<file path="src/hdl/mtg_pkg.sv">
package mtg_pkg;

  // build-time sizing
  localparam int MAX_CHANNELS = 64;
  localparam int OFFSET_SLOTS = 64;

  // field widths
  localparam int INIT_W   = 8;
  localparam int CNT_W    = 7;
  localparam int STRIDE_W = 33;
  localparam int PAY_W    = 13;
  localparam int LIMIT_W  = 16;
  localparam int OP_W     = 2;
  localparam int LAT_W    = 32;
  localparam int KIND_W   = 2;
  localparam int ADDR_W   = 32;
  localparam int DATA_W   = 32;
  localparam int TALLY_W  = 16;
  localparam int BYTES_W  = 32;
  localparam int SUM_W    = 48;

  localparam int CFG_IDX_W  = 3;
  localparam int CFG_DATA_W = 33;

  // derived widths
  localparam int CH_W    = (MAX_CHANNELS > 1) ? $clog2(MAX_CHANNELS) : 1;
  localparam int SLOT_W  = (OFFSET_SLOTS > 1) ? $clog2(OFFSET_SLOTS) : 1;
  localparam int DIV_W   = $clog2(255 + MAX_CHANNELS);
  localparam int STEP_W  = (DIV_W > 1) ? $clog2(DIV_W) : 1;

  // register indexes
  localparam logic [CFG_IDX_W-1:0] CFG_INITIATOR = 3'd0;
  localparam logic [CFG_IDX_W-1:0] CFG_CHANNELS  = 3'd1;
  localparam logic [CFG_IDX_W-1:0] CFG_STRIDE    = 3'd2;
  localparam logic [CFG_IDX_W-1:0] CFG_PAYLOAD   = 3'd3;
  localparam logic [CFG_IDX_W-1:0] CFG_LIMIT     = 3'd4;

  // register reset values
  localparam logic [INIT_W-1:0]   RST_INITIATOR = '0;
  localparam logic [CNT_W-1:0]    RST_CHANNELS  = 7'd4;
  localparam logic [STRIDE_W-1:0] RST_STRIDE    = 33'h0_4000_0000;
  localparam logic [PAY_W-1:0]    RST_PAYLOAD   = 13'd64;
  localparam logic [LIMIT_W-1:0]  RST_LIMIT     = 16'd500;

  // operation codes
  localparam logic [OP_W-1:0] OP_ISSUE      = 2'd0;
  localparam logic [OP_W-1:0] OP_WRITE_DONE = 2'd1;
  localparam logic [OP_W-1:0] OP_READ_DONE  = 2'd2;

  // result kinds
  localparam logic [KIND_W-1:0] KIND_WRITE  = 2'd0;
  localparam logic [KIND_W-1:0] KIND_READ   = 2'd1;
  localparam logic [KIND_W-1:0] KIND_REPORT = 2'd2;

  typedef struct packed {
    logic              start_mod;
    logic              step_mod;
    logic              capture;
    logic              advance;
    logic              rec_write;
    logic              rec_read;
    logic              load_out;
    logic [KIND_W-1:0] out_kind;
    logic              out_last;
  } cmd_t;

  typedef struct packed {
    logic limit_hit;
  } status_t;

  typedef struct packed {
    logic [KIND_W-1:0]  kind;
    logic [ADDR_W-1:0]  address;
    logic [DATA_W-1:0]  data_word;
    logic               last;
    logic               done_res;
    logic [TALLY_W-1:0] write_count;
    logic [TALLY_W-1:0] read_count;
    logic [BYTES_W-1:0] byte_total;
    logic [SUM_W-1:0]   latency_sum;
    logic [LAT_W-1:0]   latency_min;
    logic [LAT_W-1:0]   latency_max;
  } result_t;

endpackage

</file>
<file path="src/hdl/mtg_cfg_if.sv">
interface mtg_cfg_if import mtg_pkg::*; ();
  logic                  valid;
  logic                  ready;
  logic [CFG_IDX_W-1:0]  index;
  logic [CFG_DATA_W-1:0] data;

  modport source (output valid, index, data, input ready);
  modport sink (input valid, index, data, output ready);
endinterface

</file>
<file path="src/hdl/mtg_item_if.sv">
interface mtg_item_if import mtg_pkg::*; ();
  logic             valid;
  logic             ready;
  logic [OP_W-1:0]  operation;
  logic [LAT_W-1:0] latency;

  modport source (output valid, operation, latency, input ready);
  modport sink (input valid, operation, latency, output ready);
endinterface

</file>
<file path="src/hdl/mtg_result_if.sv">
interface mtg_result_if import mtg_pkg::*; ();
  logic               valid;
  logic               ready;
  logic [KIND_W-1:0]  kind;
  logic [ADDR_W-1:0]  address;
  logic [DATA_W-1:0]  data_word;
  logic               last;
  logic               done_res;
  logic [TALLY_W-1:0] write_count;
  logic [TALLY_W-1:0] read_count;
  logic [BYTES_W-1:0] byte_total;
  logic [SUM_W-1:0]   latency_sum;
  logic [LAT_W-1:0]   latency_min;
  logic [LAT_W-1:0]   latency_max;

  modport source (
    output valid, kind, address, data_word, last, done_res, write_count, read_count,
           byte_total, latency_sum, latency_min, latency_max,
    input  ready
  );
  modport sink (
    input  valid, kind, address, data_word, last, done_res, write_count, read_count,
           byte_total, latency_sum, latency_min, latency_max,
    output ready
  );
endinterface

</file>
<file path="src/hdl/mtg_datapath.sv">
module mtg_datapath import mtg_pkg::*; (
  input  logic                  clk_i,
  input  logic                  rst_ni,
  input  logic                  cfg_valid_i,
  input  logic [CFG_IDX_W-1:0]  cfg_index_i,
  input  logic [CFG_DATA_W-1:0] cfg_data_i,
  output logic                  cfg_ready_o,
  input  logic [LAT_W-1:0]      latency_i,
  input  cmd_t                  cmd_i,
  output status_t               status_o,
  output result_t               result_o
);

  // configuration
  logic [INIT_W-1:0]   init_q;
  logic [CNT_W-1:0]    chan_cnt_q;
  logic [STRIDE_W-1:0] stride_q;
  logic [PAY_W-1:0]    payload_q;
  logic [LIMIT_W-1:0]  limit_q;

  // generator and statistics state
  logic [CH_W-1:0]    chan_idx_q;
  logic [LIMIT_W-1:0] pair_cnt_q;
  logic [SLOT_W-1:0]  slot_q;
  logic [TALLY_W-1:0] writes_q;
  logic [TALLY_W-1:0] reads_q;
  logic [BYTES_W-1:0] bytes_q;
  logic [SUM_W-1:0]   lat_sum_q;
  logic [LAT_W-1:0]   lat_min_q;
  logic [LAT_W-1:0]   lat_max_q;

  // serial remainder lanes: a = channel offset, b = next channel index
  logic [CNT_W-1:0] n_q;
  logic [DIV_W-1:0] dvd_a_q, dvd_b_q;
  logic [CNT_W-1:0] rem_a_q, rem_b_q;

  logic [ADDR_W-1:0]       prod_a_q;
  logic [SLOT_W+PAY_W-1:0] prod_b_q;
  logic [ADDR_W-1:0]       addr_q;
  logic [DATA_W-1:0]       data_q;
  result_t                 res_q;

  logic [CNT_W-1:0]        n_eff;
  logic [CNT_W+ADDR_W-1:0] prod_a_full;
  logic [SLOT_W+PAY_W-1:0] prod_b_full;
  logic [SUM_W:0]          lat_sum_full;
  logic [SUM_W-1:0]        lat_sum_sat;
  logic                    rec;

  function automatic logic [CNT_W-1:0] mod_step(input logic [CNT_W-1:0] rem,
                                                input logic bit_in,
                                                input logic [CNT_W-1:0] n);
    logic [CNT_W:0] sh;
    sh = {rem, bit_in};
    if (sh >= {1'b0, n}) begin
      mod_step = CNT_W'(sh - {1'b0, n});
    end else begin
      mod_step = sh[CNT_W-1:0];
    end
  endfunction

  assign cfg_ready_o = 1'b1;

  always_comb begin
    if (chan_cnt_q == '0) begin
      n_eff = CNT_W'(1);
    end else if (int'(chan_cnt_q) > MAX_CHANNELS) begin
      n_eff = CNT_W'(MAX_CHANNELS);
    end else begin
      n_eff = chan_cnt_q;
    end
  end

  assign prod_a_full  = (CNT_W+ADDR_W)'(rem_a_q) * (CNT_W+ADDR_W)'(stride_q[ADDR_W-1:0]);
  assign prod_b_full  = (SLOT_W+PAY_W)'(slot_q) * (SLOT_W+PAY_W)'(payload_q);
  assign lat_sum_full = {1'b0, lat_sum_q} + (SUM_W+1)'(latency_i);
  assign lat_sum_sat  = lat_sum_full[SUM_W] ? '1 : lat_sum_full[SUM_W-1:0];
  assign rec          = cmd_i.rec_write | cmd_i.rec_read;

  assign status_o.limit_hit = (pair_cnt_q >= limit_q);

  always_ff @(posedge clk_i or negedge rst_ni) begin
    if (!rst_ni) begin
      init_q     <= RST_INITIATOR;
      chan_cnt_q <= RST_CHANNELS;
      stride_q   <= RST_STRIDE;
      payload_q  <= RST_PAYLOAD;
      limit_q    <= RST_LIMIT;
      chan_idx_q <= '0;
      pair_cnt_q <= '0;
      slot_q     <= '0;
      writes_q   <= '0;
      reads_q    <= '0;
      bytes_q    <= '0;
      lat_sum_q  <= '0;
      lat_min_q  <= '1;
      lat_max_q  <= '0;
    end else begin
      if (cfg_valid_i) begin
        case (cfg_index_i)
          CFG_INITIATOR: init_q     <= cfg_data_i[INIT_W-1:0];
          CFG_CHANNELS:  chan_cnt_q <= cfg_data_i[CNT_W-1:0];
          CFG_STRIDE:    stride_q   <= cfg_data_i[STRIDE_W-1:0];
          CFG_PAYLOAD:   payload_q  <= cfg_data_i[PAY_W-1:0];
          CFG_LIMIT:     limit_q    <= cfg_data_i[LIMIT_W-1:0];
          default: ;
        endcase
      end
      if (cmd_i.advance) begin
        chan_idx_q <= CH_W'(rem_b_q);
        pair_cnt_q <= pair_cnt_q + LIMIT_W'(1);
        if (slot_q == SLOT_W'(OFFSET_SLOTS - 1)) begin
          slot_q <= '0;
        end else begin
          slot_q <= slot_q + SLOT_W'(1);
        end
      end
      if (cmd_i.rec_write) begin
        writes_q <= writes_q + TALLY_W'(1);
      end
      if (cmd_i.rec_read) begin
        reads_q <= reads_q + TALLY_W'(1);
      end
      if (rec) begin
        bytes_q   <= bytes_q + BYTES_W'(payload_q);
        lat_sum_q <= lat_sum_sat;
        if (latency_i < lat_min_q) begin
          lat_min_q <= latency_i;
        end
        if (latency_i > lat_max_q) begin
          lat_max_q <= latency_i;
        end
      end
    end
  end

  always_ff @(posedge clk_i) begin
    if (cmd_i.start_mod) begin
      n_q     <= n_eff;
      dvd_a_q <= DIV_W'(init_q) + DIV_W'(chan_idx_q);
      dvd_b_q <= DIV_W'(chan_idx_q) + DIV_W'(1);
      rem_a_q <= '0;
      rem_b_q <= '0;
    end else if (cmd_i.step_mod) begin
      rem_a_q <= mod_step(rem_a_q, dvd_a_q[DIV_W-1], n_q);
      rem_b_q <= mod_step(rem_b_q, dvd_b_q[DIV_W-1], n_q);
      dvd_a_q <= dvd_a_q << 1;
      dvd_b_q <= dvd_b_q << 1;
    end
    if (cmd_i.capture) begin
      prod_a_q <= prod_a_full[ADDR_W-1:0];
      prod_b_q <= prod_b_full;
      // tag uses the channel and pair count of this pair, before they advance
      data_q   <= {init_q, 8'(chan_idx_q), pair_cnt_q};
    end
    if (cmd_i.advance) begin
      addr_q <= prod_a_q + ADDR_W'(prod_b_q);
    end
    if (cmd_i.load_out) begin
      res_q.kind        <= cmd_i.out_kind;
      res_q.last        <= cmd_i.out_last;
      res_q.address     <= (cmd_i.out_kind == KIND_REPORT) ? '0 : addr_q;
      res_q.data_word   <= (cmd_i.out_kind == KIND_REPORT) ? '0 : data_q;
      res_q.done_res    <= (pair_cnt_q >= limit_q);
      res_q.write_count <= writes_q;
      res_q.read_count  <= reads_q;
      res_q.byte_total  <= bytes_q;
      res_q.latency_sum <= lat_sum_q;
      res_q.latency_min <= lat_min_q;
      res_q.latency_max <= lat_max_q;
    end
  end

  assign result_o = res_q;

endmodule

</file>
<file path="src/hdl/mtg_ctrl.sv">
module mtg_ctrl import mtg_pkg::*; (
  input  logic            clk_i,
  input  logic            rst_ni,
  input  logic            item_valid_i,
  input  logic [OP_W-1:0] item_operation_i,
  output logic            item_ready_o,
  input  logic            out_ready_i,
  output logic            out_valid_o,
  input  status_t         status_i,
  output cmd_t            cmd_o
);

  typedef enum logic [2:0] {
    S_IDLE,
    S_MOD,
    S_MUL,
    S_ADD,
    S_EMIT_WR,
    S_EMIT_RD,
    S_REPORT
  } state_e;

  state_e            state_q, state_d;
  logic [STEP_W-1:0] step_q, step_d;
  logic              out_valid_q, out_valid_d;
  logic              out_free;

  assign out_free     = ~out_valid_q | out_ready_i;
  assign item_ready_o = (state_q == S_IDLE);
  assign out_valid_o  = out_valid_q;

  always_comb begin
    state_d     = state_q;
    step_d      = step_q;
    out_valid_d = out_valid_q & ~out_ready_i;
    cmd_o       = '0;
    case (state_q)
      S_IDLE: begin
        if (item_valid_i) begin
          case (item_operation_i)
            OP_ISSUE: begin
              // past the limit an issue tick is dropped
              if (!status_i.limit_hit) begin
                cmd_o.start_mod = 1'b1;
                step_d          = '0;
                state_d         = S_MOD;
              end
            end
            OP_WRITE_DONE: begin
              cmd_o.rec_write = 1'b1;
              state_d         = S_REPORT;
            end
            OP_READ_DONE: begin
              cmd_o.rec_read = 1'b1;
              state_d        = S_REPORT;
            end
            default: ;
          endcase
        end
      end
      S_MOD: begin
        cmd_o.step_mod = 1'b1;
        if (step_q == STEP_W'(DIV_W - 1)) begin
          state_d = S_MUL;
        end else begin
          step_d = step_q + STEP_W'(1);
        end
      end
      S_MUL: begin
        cmd_o.capture = 1'b1;
        state_d       = S_ADD;
      end
      S_ADD: begin
        cmd_o.advance = 1'b1;
        state_d       = S_EMIT_WR;
      end
      S_EMIT_WR: begin
        if (out_free) begin
          cmd_o.load_out = 1'b1;
          cmd_o.out_kind = KIND_WRITE;
          cmd_o.out_last = 1'b0;
          out_valid_d    = 1'b1;
          state_d        = S_EMIT_RD;
        end
      end
      S_EMIT_RD: begin
        if (out_free) begin
          cmd_o.load_out = 1'b1;
          cmd_o.out_kind = KIND_READ;
          cmd_o.out_last = 1'b1;
          out_valid_d    = 1'b1;
          state_d        = S_IDLE;
        end
      end
      S_REPORT: begin
        if (out_free) begin
          cmd_o.load_out = 1'b1;
          cmd_o.out_kind = KIND_REPORT;
          cmd_o.out_last = 1'b1;
          out_valid_d    = 1'b1;
          state_d        = S_IDLE;
        end
      end
      default: state_d = S_IDLE;
    endcase
  end

  always_ff @(posedge clk_i or negedge rst_ni) begin
    if (!rst_ni) begin
      state_q     <= S_IDLE;
      step_q      <= '0;
      out_valid_q <= 1'b0;
    end else begin
      state_q     <= state_d;
      step_q      <= step_d;
      out_valid_q <= out_valid_d;
    end
  end

endmodule

</file>
<file path="src/hdl/mem_traffic_generator.sv">
// Memory traffic generator. An issue tick on item_i produces a write request and then
// a read request to the same address on result_o; the address is the rotating channel's
// base (channel times stride) plus the pair count's slot times the payload size. Write
// and read completion items update the statistics and answer with one report; every
// result carries the current statistics. After the pair limit is reached issue ticks
// are dropped without a result, as is operation code 3. An issue tick passes through
// a 9-step bit-serial remainder unit (channel select modulo the channel count),
// a multiply, an address add and two output loads, which wait while result_o is
// stalled; a new item is accepted only once the block is back in idle. Configuration
// is always ready and is to be written only while the block is idle.
module mem_traffic_generator import mtg_pkg::*; (
  input  logic         clk_i,
  input  logic         rst_ni,
  mtg_cfg_if.sink      cfg_i,
  mtg_item_if.sink     item_i,
  mtg_result_if.source result_o
);

  cmd_t    cmd;
  status_t status;
  result_t res;
  logic    cfg_ready;
  logic    item_ready;
  logic    out_valid;

  mtg_ctrl u_ctrl (
    .clk_i            (clk_i),
    .rst_ni           (rst_ni),
    .item_valid_i     (item_i.valid),
    .item_operation_i (item_i.operation),
    .item_ready_o     (item_ready),
    .out_ready_i      (result_o.ready),
    .out_valid_o      (out_valid),
    .status_i         (status),
    .cmd_o            (cmd)
  );

  mtg_datapath u_datapath (
    .clk_i       (clk_i),
    .rst_ni      (rst_ni),
    .cfg_valid_i (cfg_i.valid),
    .cfg_index_i (cfg_i.index),
    .cfg_data_i  (cfg_i.data),
    .cfg_ready_o (cfg_ready),
    .latency_i   (item_i.latency),
    .cmd_i       (cmd),
    .status_o    (status),
    .result_o    (res)
  );

  assign cfg_i.ready          = cfg_ready;
  assign item_i.ready         = item_ready;
  assign result_o.valid       = out_valid;
  assign result_o.kind        = res.kind;
  assign result_o.address     = res.address;
  assign result_o.data_word   = res.data_word;
  assign result_o.last        = res.last;
  assign result_o.done_res    = res.done_res;
  assign result_o.write_count = res.write_count;
  assign result_o.read_count  = res.read_count;
  assign result_o.byte_total  = res.byte_total;
  assign result_o.latency_sum = res.latency_sum;
  assign result_o.latency_min = res.latency_min;
  assign result_o.latency_max = res.latency_max;

endmodule

</file>
<file path="src/flat_wrapper.sv">
// flat-port wrapper written by rule: the top's interface ports become plain ports
module mem_traffic_generator_flat import mtg_pkg::*;
  (clk_i, rst_ni, cfg_i_valid, cfg_i_index, cfg_i_data, cfg_i_ready, item_i_valid, item_i_operation, item_i_latency, item_i_ready, result_o_valid, result_o_kind, result_o_address, result_o_data_word, result_o_last, result_o_done_res, result_o_write_count, result_o_read_count, result_o_byte_total, result_o_latency_sum, result_o_latency_min, result_o_latency_max, result_o_ready);
  mtg_cfg_if cfg_i_i ();
  mtg_item_if item_i_i ();
  mtg_result_if result_o_i ();
  input  logic clk_i;
  input  logic rst_ni;
  input wire logic [$bits(cfg_i_i.valid)-1:0] cfg_i_valid;
  input wire logic [$bits(cfg_i_i.index)-1:0] cfg_i_index;
  input wire logic [$bits(cfg_i_i.data)-1:0] cfg_i_data;
  output wire logic [$bits(cfg_i_i.ready)-1:0] cfg_i_ready;
  input wire logic [$bits(item_i_i.valid)-1:0] item_i_valid;
  input wire logic [$bits(item_i_i.operation)-1:0] item_i_operation;
  input wire logic [$bits(item_i_i.latency)-1:0] item_i_latency;
  output wire logic [$bits(item_i_i.ready)-1:0] item_i_ready;
  output wire logic [$bits(result_o_i.valid)-1:0] result_o_valid;
  output wire logic [$bits(result_o_i.kind)-1:0] result_o_kind;
  output wire logic [$bits(result_o_i.address)-1:0] result_o_address;
  output wire logic [$bits(result_o_i.data_word)-1:0] result_o_data_word;
  output wire logic [$bits(result_o_i.last)-1:0] result_o_last;
  output wire logic [$bits(result_o_i.done_res)-1:0] result_o_done_res;
  output wire logic [$bits(result_o_i.write_count)-1:0] result_o_write_count;
  output wire logic [$bits(result_o_i.read_count)-1:0] result_o_read_count;
  output wire logic [$bits(result_o_i.byte_total)-1:0] result_o_byte_total;
  output wire logic [$bits(result_o_i.latency_sum)-1:0] result_o_latency_sum;
  output wire logic [$bits(result_o_i.latency_min)-1:0] result_o_latency_min;
  output wire logic [$bits(result_o_i.latency_max)-1:0] result_o_latency_max;
  input wire logic [$bits(result_o_i.ready)-1:0] result_o_ready;
  assign cfg_i_i.valid = cfg_i_valid;
  assign cfg_i_i.index = cfg_i_index;
  assign cfg_i_i.data = cfg_i_data;
  assign cfg_i_ready = cfg_i_i.ready;
  assign item_i_i.valid = item_i_valid;
  assign item_i_i.operation = item_i_operation;
  assign item_i_i.latency = item_i_latency;
  assign item_i_ready = item_i_i.ready;
  assign result_o_valid = result_o_i.valid;
  assign result_o_kind = result_o_i.kind;
  assign result_o_address = result_o_i.address;
  assign result_o_data_word = result_o_i.data_word;
  assign result_o_last = result_o_i.last;
  assign result_o_done_res = result_o_i.done_res;
  assign result_o_write_count = result_o_i.write_count;
  assign result_o_read_count = result_o_i.read_count;
  assign result_o_byte_total = result_o_i.byte_total;
  assign result_o_latency_sum = result_o_i.latency_sum;
  assign result_o_latency_min = result_o_i.latency_min;
  assign result_o_latency_max = result_o_i.latency_max;
  assign result_o_i.ready = result_o_ready;
  mem_traffic_generator u_core (.clk_i(clk_i), .rst_ni(rst_ni), .cfg_i(cfg_i_i), .item_i(item_i_i), .result_o(result_o_i));
endmodule
</file>
<file path="config.mk">
export PLATFORM = sky130hd
export DESIGN_NAME = mem_traffic_generator_flat
export DESIGN_NICKNAME = d
export VERILOG_FILES = /design/src/hdl/mtg_pkg.sv /design/src/hdl/mtg_cfg_if.sv /design/src/hdl/mtg_item_if.sv /design/src/hdl/mtg_result_if.sv /design/src/hdl/mtg_datapath.sv /design/src/hdl/mtg_ctrl.sv /design/src/hdl/mem_traffic_generator.sv /design/src/flat_wrapper.sv
export SDC_FILE = /design/constraint.sdc
export NUM_CORES = 2
export LEC_CHECK = 0
export BUFFER_PORTS_ARGS = -buffer_cell sky130_fd_sc_hd__buf_2
export CAP_MARGIN = 20
export CORE_UTILIZATION = 39
export DETAILED_ROUTE_END_ITERATION = 8
export PLACE_DENSITY_LB_ADDON = 0.05
export SLEW_MARGIN = 30
export SYNTH_ARGS = -nofsm -noshare
export SYNTH_HDL_FRONTEND = slang
export SYNTH_SLANG_ARGS = --single-unit
</file>
<file path="constraint.sdc">
create_clock -name clk_i -period 24.6 [get_ports clk_i]
set_clock_uncertainty 0.1 [all_clocks]
set_input_delay 3.69 -clock clk_i [delete_from_list [all_inputs] [get_ports clk_i]]
set_output_delay 3.69 -clock clk_i [all_outputs]
set_load 0.02 [all_outputs]
</file>
; ---- Yosys cells after proc, flatten, opt, wreduce, memory -nomap -nowiden
; Index checks and enable logic that the tools add are counted.
[totals]
ff_bits = 682
mem_bits_rw = 0
latchBits = 0
rom_bits = 0
memories = 0
elab_cells = 144
[classes]
add_sub_neg = 12
muxes = 38
n_bitwise = 5
order_cmp = 6
n_reduce_logical = 19
div_mod_pow = 0
n_mul = 2
shifts = 0
n_eq_ne = 24
[op_table]
columns = cell, count
row1 = $add 48x32->49, 1
row2 = $add 16x1->16 const B, 3
row3 = $mux 48, 1
row4 = $mux 9, 4
row5 = $add 32x13->32, 1
row6 = $add 32x19->32, 1
row7 = $gt 32x32->1, 1
row8 = $lt 32x32->1, 1
row9 = $mul 7x32->32, 1
row10 = $mux 4, 7
row11 = $mux 7, 3
row12 = $mul 6x13->19, 1
row13 = $pmux 3 s6, 1
row14 = $ge 16x16->1, 1
row15 = $ge 8x7->1, 2
row16 = $mux 3, 5
row17 = $reduce_and 2->1, 7
row18 = $sub 7x7->7, 2
row19 = $eq 3x2->1 const B, 4
row20 = $eq 3x3->1 const B, 4
row21 = $pmux 4 s3, 1
row22 = $mux 1, 11
row23 = $ne 2x2->1 const B, 5
row24 = $add 8x6->9, 1
row25 = other kinds (27), 37

; ---- Logic depth before layout (Yosys ltp)
[logic_depth]
ltp_word = 6
mapped_depth = 21
ltp_nobuf = 19

; ---- Hierarchy
; From an unflattened synthesis, not the netlist that was laid out.
[unflattened]
cells_unflattened = 3274
area_unflattened_um2 = 38558.2
[by_module_without_submodules]
columns = module, area_per_inst_um2, instances, cells_per_inst
row1 = mtg_datapath, 37912.6, 1, 3205
row2 = mtg_ctrl, 645.6, 1, 69

; ---- Worst setup path after synthesis
; OpenSTA, ideal clock, no wires.
[synth_timing]
path_type = input port to flip-flop
start = input result_o_ready
end = register u_core.u_datapath.result_o[0] (netlist name)
path_stages = 3
t_arrival_ps = 15581
required_ps = 23574
setup_ps = 926
slack_ps = 7993
path_buffers = 0
cell_sequence = nand2b_1 -> nand2_1 -> a21oi_1
[synth_rtl]
columns = element, line_no
row1 = from (decl), flat_wrapper.sv:29  ; input wire logic [$bits(result_o_i.ready)-1:0] result_o_ready;

; ---- Worst setup path in the final report
[layout_timing]
start = input item_i_latency[17]
end = register u_core.u_datapath.lat_max_q[14]
[layout_between]
elab_chain_len = 2
[layout_lines]
columns = element, line_no
row1 = from (decl), flat_wrapper.sv:15  ; input wire logic [$bits(item_i_i.latency)-1:0] item_i_latency;
row2 = $gt 32x32->1, mtg_datapath.sv:130  ; if (latency_i > lat_max_q) begin
row3 = $reduce_and 2->1 (no line), --
row4 = to (signal assigned), mtg_datapath.sv:131  ; lat_max_q <= latency_i;
row5 = to (decl), mtg_datapath.sv:30  ; logic [LAT_W-1:0] lat_max_q;
; No other way between the ends.
; A chain may end at the register's enable or synchronous reset.

==> impl_metrics.json <==
{
  "status": "complete, no violations",
  "fill_cells": 9134,
  "period_minus_slack_ns": 6.738,
  "worst_hold_path_type": "reg -> reg",
  "cp.required_ns": 25.02,
  "drt_pre_antenna_iters": 5,
  "first_iter_violations": 1393,
  "die_h_um": 316.5,
  "grt.total_usage_pct": 18.26,
  "wirelength_um": 91520,
  "synth_seq_area_share_pct": 49.12,
  "dpl.cell_count": 4836,
  "cp_max_fo": 20,
  "end_kind": "flip-flop",
  "final_cells": 4983,
  "syn-instance-count": 3300,
  "rr_worst_depth": 15,
  "drive_above_1_share_pct": 18.83,
  "maxCapViolCount": 0,
  "reg2reg_slack_ns": 18.37,
  "io_buffers": 317,
  "leakagePower_uw": 0.01955,
  "r2r-start": "u_core.u_datapath.rem_a_q[2]$_SDFFE_PP0P_",
  "cp.arrival_ns": 7.16,
  "rr_endpoint": "u_core.u_datapath.prod_a_q[31]$_DFFE_PP_",
  "vias_per_cell": 5.053,
  "cp-startpoint": "item_i_latency[17]",
  "rows": 115,
  "clock-sinks": 682,
  "antennaDiodeCount": 0,
  "detailed_place_hpwl_um": 67090,
  "vdd_drop_max_mv": 0.07717,
  "cts_tree": "built",
  "clock_latency_ns": 0.64,
  "cts_setup_buffers": 0,
  "synth-edff-count": 380,
  "place.gp.congestion": 0.8272,
  "design_power_total_uw": 6332,
  "ys_seq_elements": 682,
  "rsz0062_at_grt": "no",
  "antenna_found_initial": 5,
  "cts-hold-fix-buffers": 0,
  "fmax_ghz": 0.1484,
  "ctsResizeCount": 0,
  "die_area_um2": 100200,
  "h-tree-depth": 3,
  "numCtsBuffers": 79,
  "critPathKind": "in -> reg",
  "grt.overflow.total": 0,
  "syn2layout_area_growth_pct": 14.95,
  "yosys_warnings": 0,
  "postLayoutCoreUtil_pct": 45.19,
  "core_um2": 98130,
  "worstMarginPinSlew_ns": 0.9595,
  "slew_headroom_pct": 36.04,
  "syn_area_per_cell_um2": 11.69,
  "first_global_vias": 25630,
  "cts.reportedPaths.clkPinSlew_ns": 0.06,
  "vias": 25180,
  "ys_types": 81,
  "drc": 0,
  "crit_path_end": "u_core.u_datapath.lat_max_q[14]$_DFFE_PN0P_",
  "cts-root-buf": "clkbuf_16",
  "clk_path_buf_depth": 3,
  "grt_max_degree": 145,
  "nets": 4126,
  "wl_per_cell_um": 18.37,
  "initial_core_util_pct": 39.32,
  "synth_area_um2": 38580,
  "tns_ns": 0,
  "die_x_um": 316.5,
  "pin_count": 322,
  "worstSetupStartpointType": "input port",
  "setup-violations-final": 0,
  "finalHoldViolCount": 0,
  "yosys_most_used_dff": "edfxtp_1",
  "post-route-period-util_pct": 27.39,
  "grt_first_pass_wirelength_um": 143300,
  "ys_async_sr_fraction_pct": 42.23,
  "p_per_area_nw_per_um2": 142.8,
  "drtAntennaViolNets": 0,
  "slew_viol_final": 0
}
-- final cells by class --
cell class | instances | area [um^2] | share of cell area [%]
flip-flops and latches | 682 | 18950 | 42.73
clock buffers | 114 | 2344 | 5.284
repair buffers | 340 | 1802 | 4.063
inverters | 322 | 1209 | 2.725
well taps | 1287 | 1610 | 3.631
multi-input cells | 2205 | 18080 | 40.77
clock inverters | 33 | 352.8 | 0.7956
-- synth_stat cells, types with 41 or more instances --
master	n	area, um^2
xnor2_1	127	1112
xor2_1	69	604.3
o21ai_0	98	490.5
dfrtp_1	247	6181
a21o_1	74	555.5
inv_1	322	1209
fa_1	183	3664
and2_1	231	1445
a21oi_1	132	660.6
dfstp_2	41	1077
nand2_1	295	1107
ha_1	238	2978
nand3_1	58	290.3
edfxtp_1	380	11410
mux2_2	136	1531
clkbuf_1	66	247.7
nor2_1	148	555.5
-- cell families (layout without fill, tap and decap cells) --
logic type,count (synthesis),in the layout,synth area share (%)
mux,145,145,4.213
other cells,2,3,0.01947
compound gates,496,496,8.490
simple gates,944,944,12.30
xor+xnor,196,196,4.449
flops,682,682,49.12
fa+ha+maj,421,421,17.21
buf+inv,414,809,4.197
-- flip-flops by register name, indices dropped and copies added, names as in the netlist, 8 cells and up --
| signal | flops |
|---|---|
| u_core.u_datapath.addr_q | 32 |
| u_core.u_datapath.bytes_q | 32 |
| u_core.u_datapath.data_q | 30 |
| u_core.u_datapath.dvd_a_q | 9 |
| u_core.u_datapath.dvd_b_q | 9 |
| u_core.u_datapath.init_q | 8 |
| u_core.u_datapath.lat_max_q | 32 |
| u_core.u_datapath.lat_min_q | 32 |
| u_core.u_datapath.lat_sum_q | 48 |
| u_core.u_datapath.limit_q | 16 |
| u_core.u_datapath.pair_cnt_q | 16 |
| u_core.u_datapath.payload_q | 13 |
| u_core.u_datapath.prod_a_q | 32 |
| u_core.u_datapath.prod_b_q | 19 |
| u_core.u_datapath.reads_q | 16 |
| u_core.u_datapath.result_o | 242 |
| u_core.u_datapath.stride_q | 32 |
| u_core.u_datapath.writes_q | 16 |
-- power breakdown --
group	internal, uW	switching (uW)	total, uW
clock	727	482	1210
combinational	1230	1810	3040
sequential	1800	281	2080
-- worst min-delay path by stage --
stage	end	from	slack (ns)	cells past startpoint
floorplan	u_core.u_datapath.result_o[142]$_DFFE_PP_	u_core.u_datapath.bytes_q[30]$_DFFE_PN0P_	0.32	0
global placement	u_core.u_datapath.result_o[142]$_DFFE_PP_	u_core.u_datapath.bytes_q[30]$_DFFE_PN0P_	0.34	0
detailed placement	u_core.u_datapath.result_o[1]$_DFFE_PP_	u_core.u_datapath.lat_max_q[1]$_DFFE_PN0P_	0.35	0
CTS	u_core.u_datapath.result_o[1]$_DFFE_PP_	u_core.u_datapath.lat_max_q[1]$_DFFE_PN0P_	0.37	0
global route	u_core.u_datapath.result_o[1]$_DFFE_PP_	u_core.u_datapath.lat_max_q[1]$_DFFE_PN0P_	0.38	0
finish	u_core.u_datapath.result_o[142]$_DFFE_PP_	u_core.u_datapath.bytes_q[30]$_DFFE_PN0P_	0.37	0
-- layer usage --
| metal | vias up | GRT usage (%) | wire length, um |
|---|---|---|---|
| met1 | 12510 | 24.28 | 41160 |
| met2 | 506 | 30.14 | 43860 |
| met3 | 133 | 2.943 | 3905 |
| met4 | 4 | 6.458 | 2561 |
| li1 | 12030 | - | - |
| met5 | - | 0 | 27 |
-- critical path, cell delays in order --
cell and delay (ns):
buf_2 0.17, ha_1 0.33, a21o_1 0.16, a21o_1 0.17
a21oi_1 0.30, o21ai_0 0.15, a21oi_1 0.15, o21ai_0 0.24
a2111oi_1 0.82, a21oi_4 0.29, buf_4 0.33, mux2_1 0.35
-- cell usage in the layout, fill, tap and decap left out, types with 36 or more instances in the layout --
| master | instances |
|---|---|
| edfxtp_1 | 380 |
| inv_1 | 321 |
| buf_2 | 316 |
| nand2_1 | 294 |
| dfrtp_1 | 247 |
| ha_1 | 238 |
| and2_1 | 231 |
| fa_1 | 183 |
| nor2_1 | 146 |
| mux2_2 | 136 |
| a21oi_1 | 130 |
| xnor2_1 | 127 |
| o21ai_0 | 98 |
| clkbuf_16 | 83 |
| a21o_1 | 74 |
| xor2_1 | 69 |
| nand3_1 | 58 |
| dfstp_2 | 41 |
| and3_1 | 40 |
| nor2b_1 | 37 |
| nand4_1 | 36 |
-- metrics by stage --
step                      hold slack, ns  setup WS (ns)  cell area (um^2)
after CTS                         0.3687          17.82             44340
after global placement            0.3402          16.93             41640
final                             0.3660          17.86             44350
after floorplan                   0.3249          7.993             38580
after detailed placement          0.3549          17.14             41650
after global routing              0.3828          17.65             44350
No activity file was read; power rests on OpenSTA's default activity.
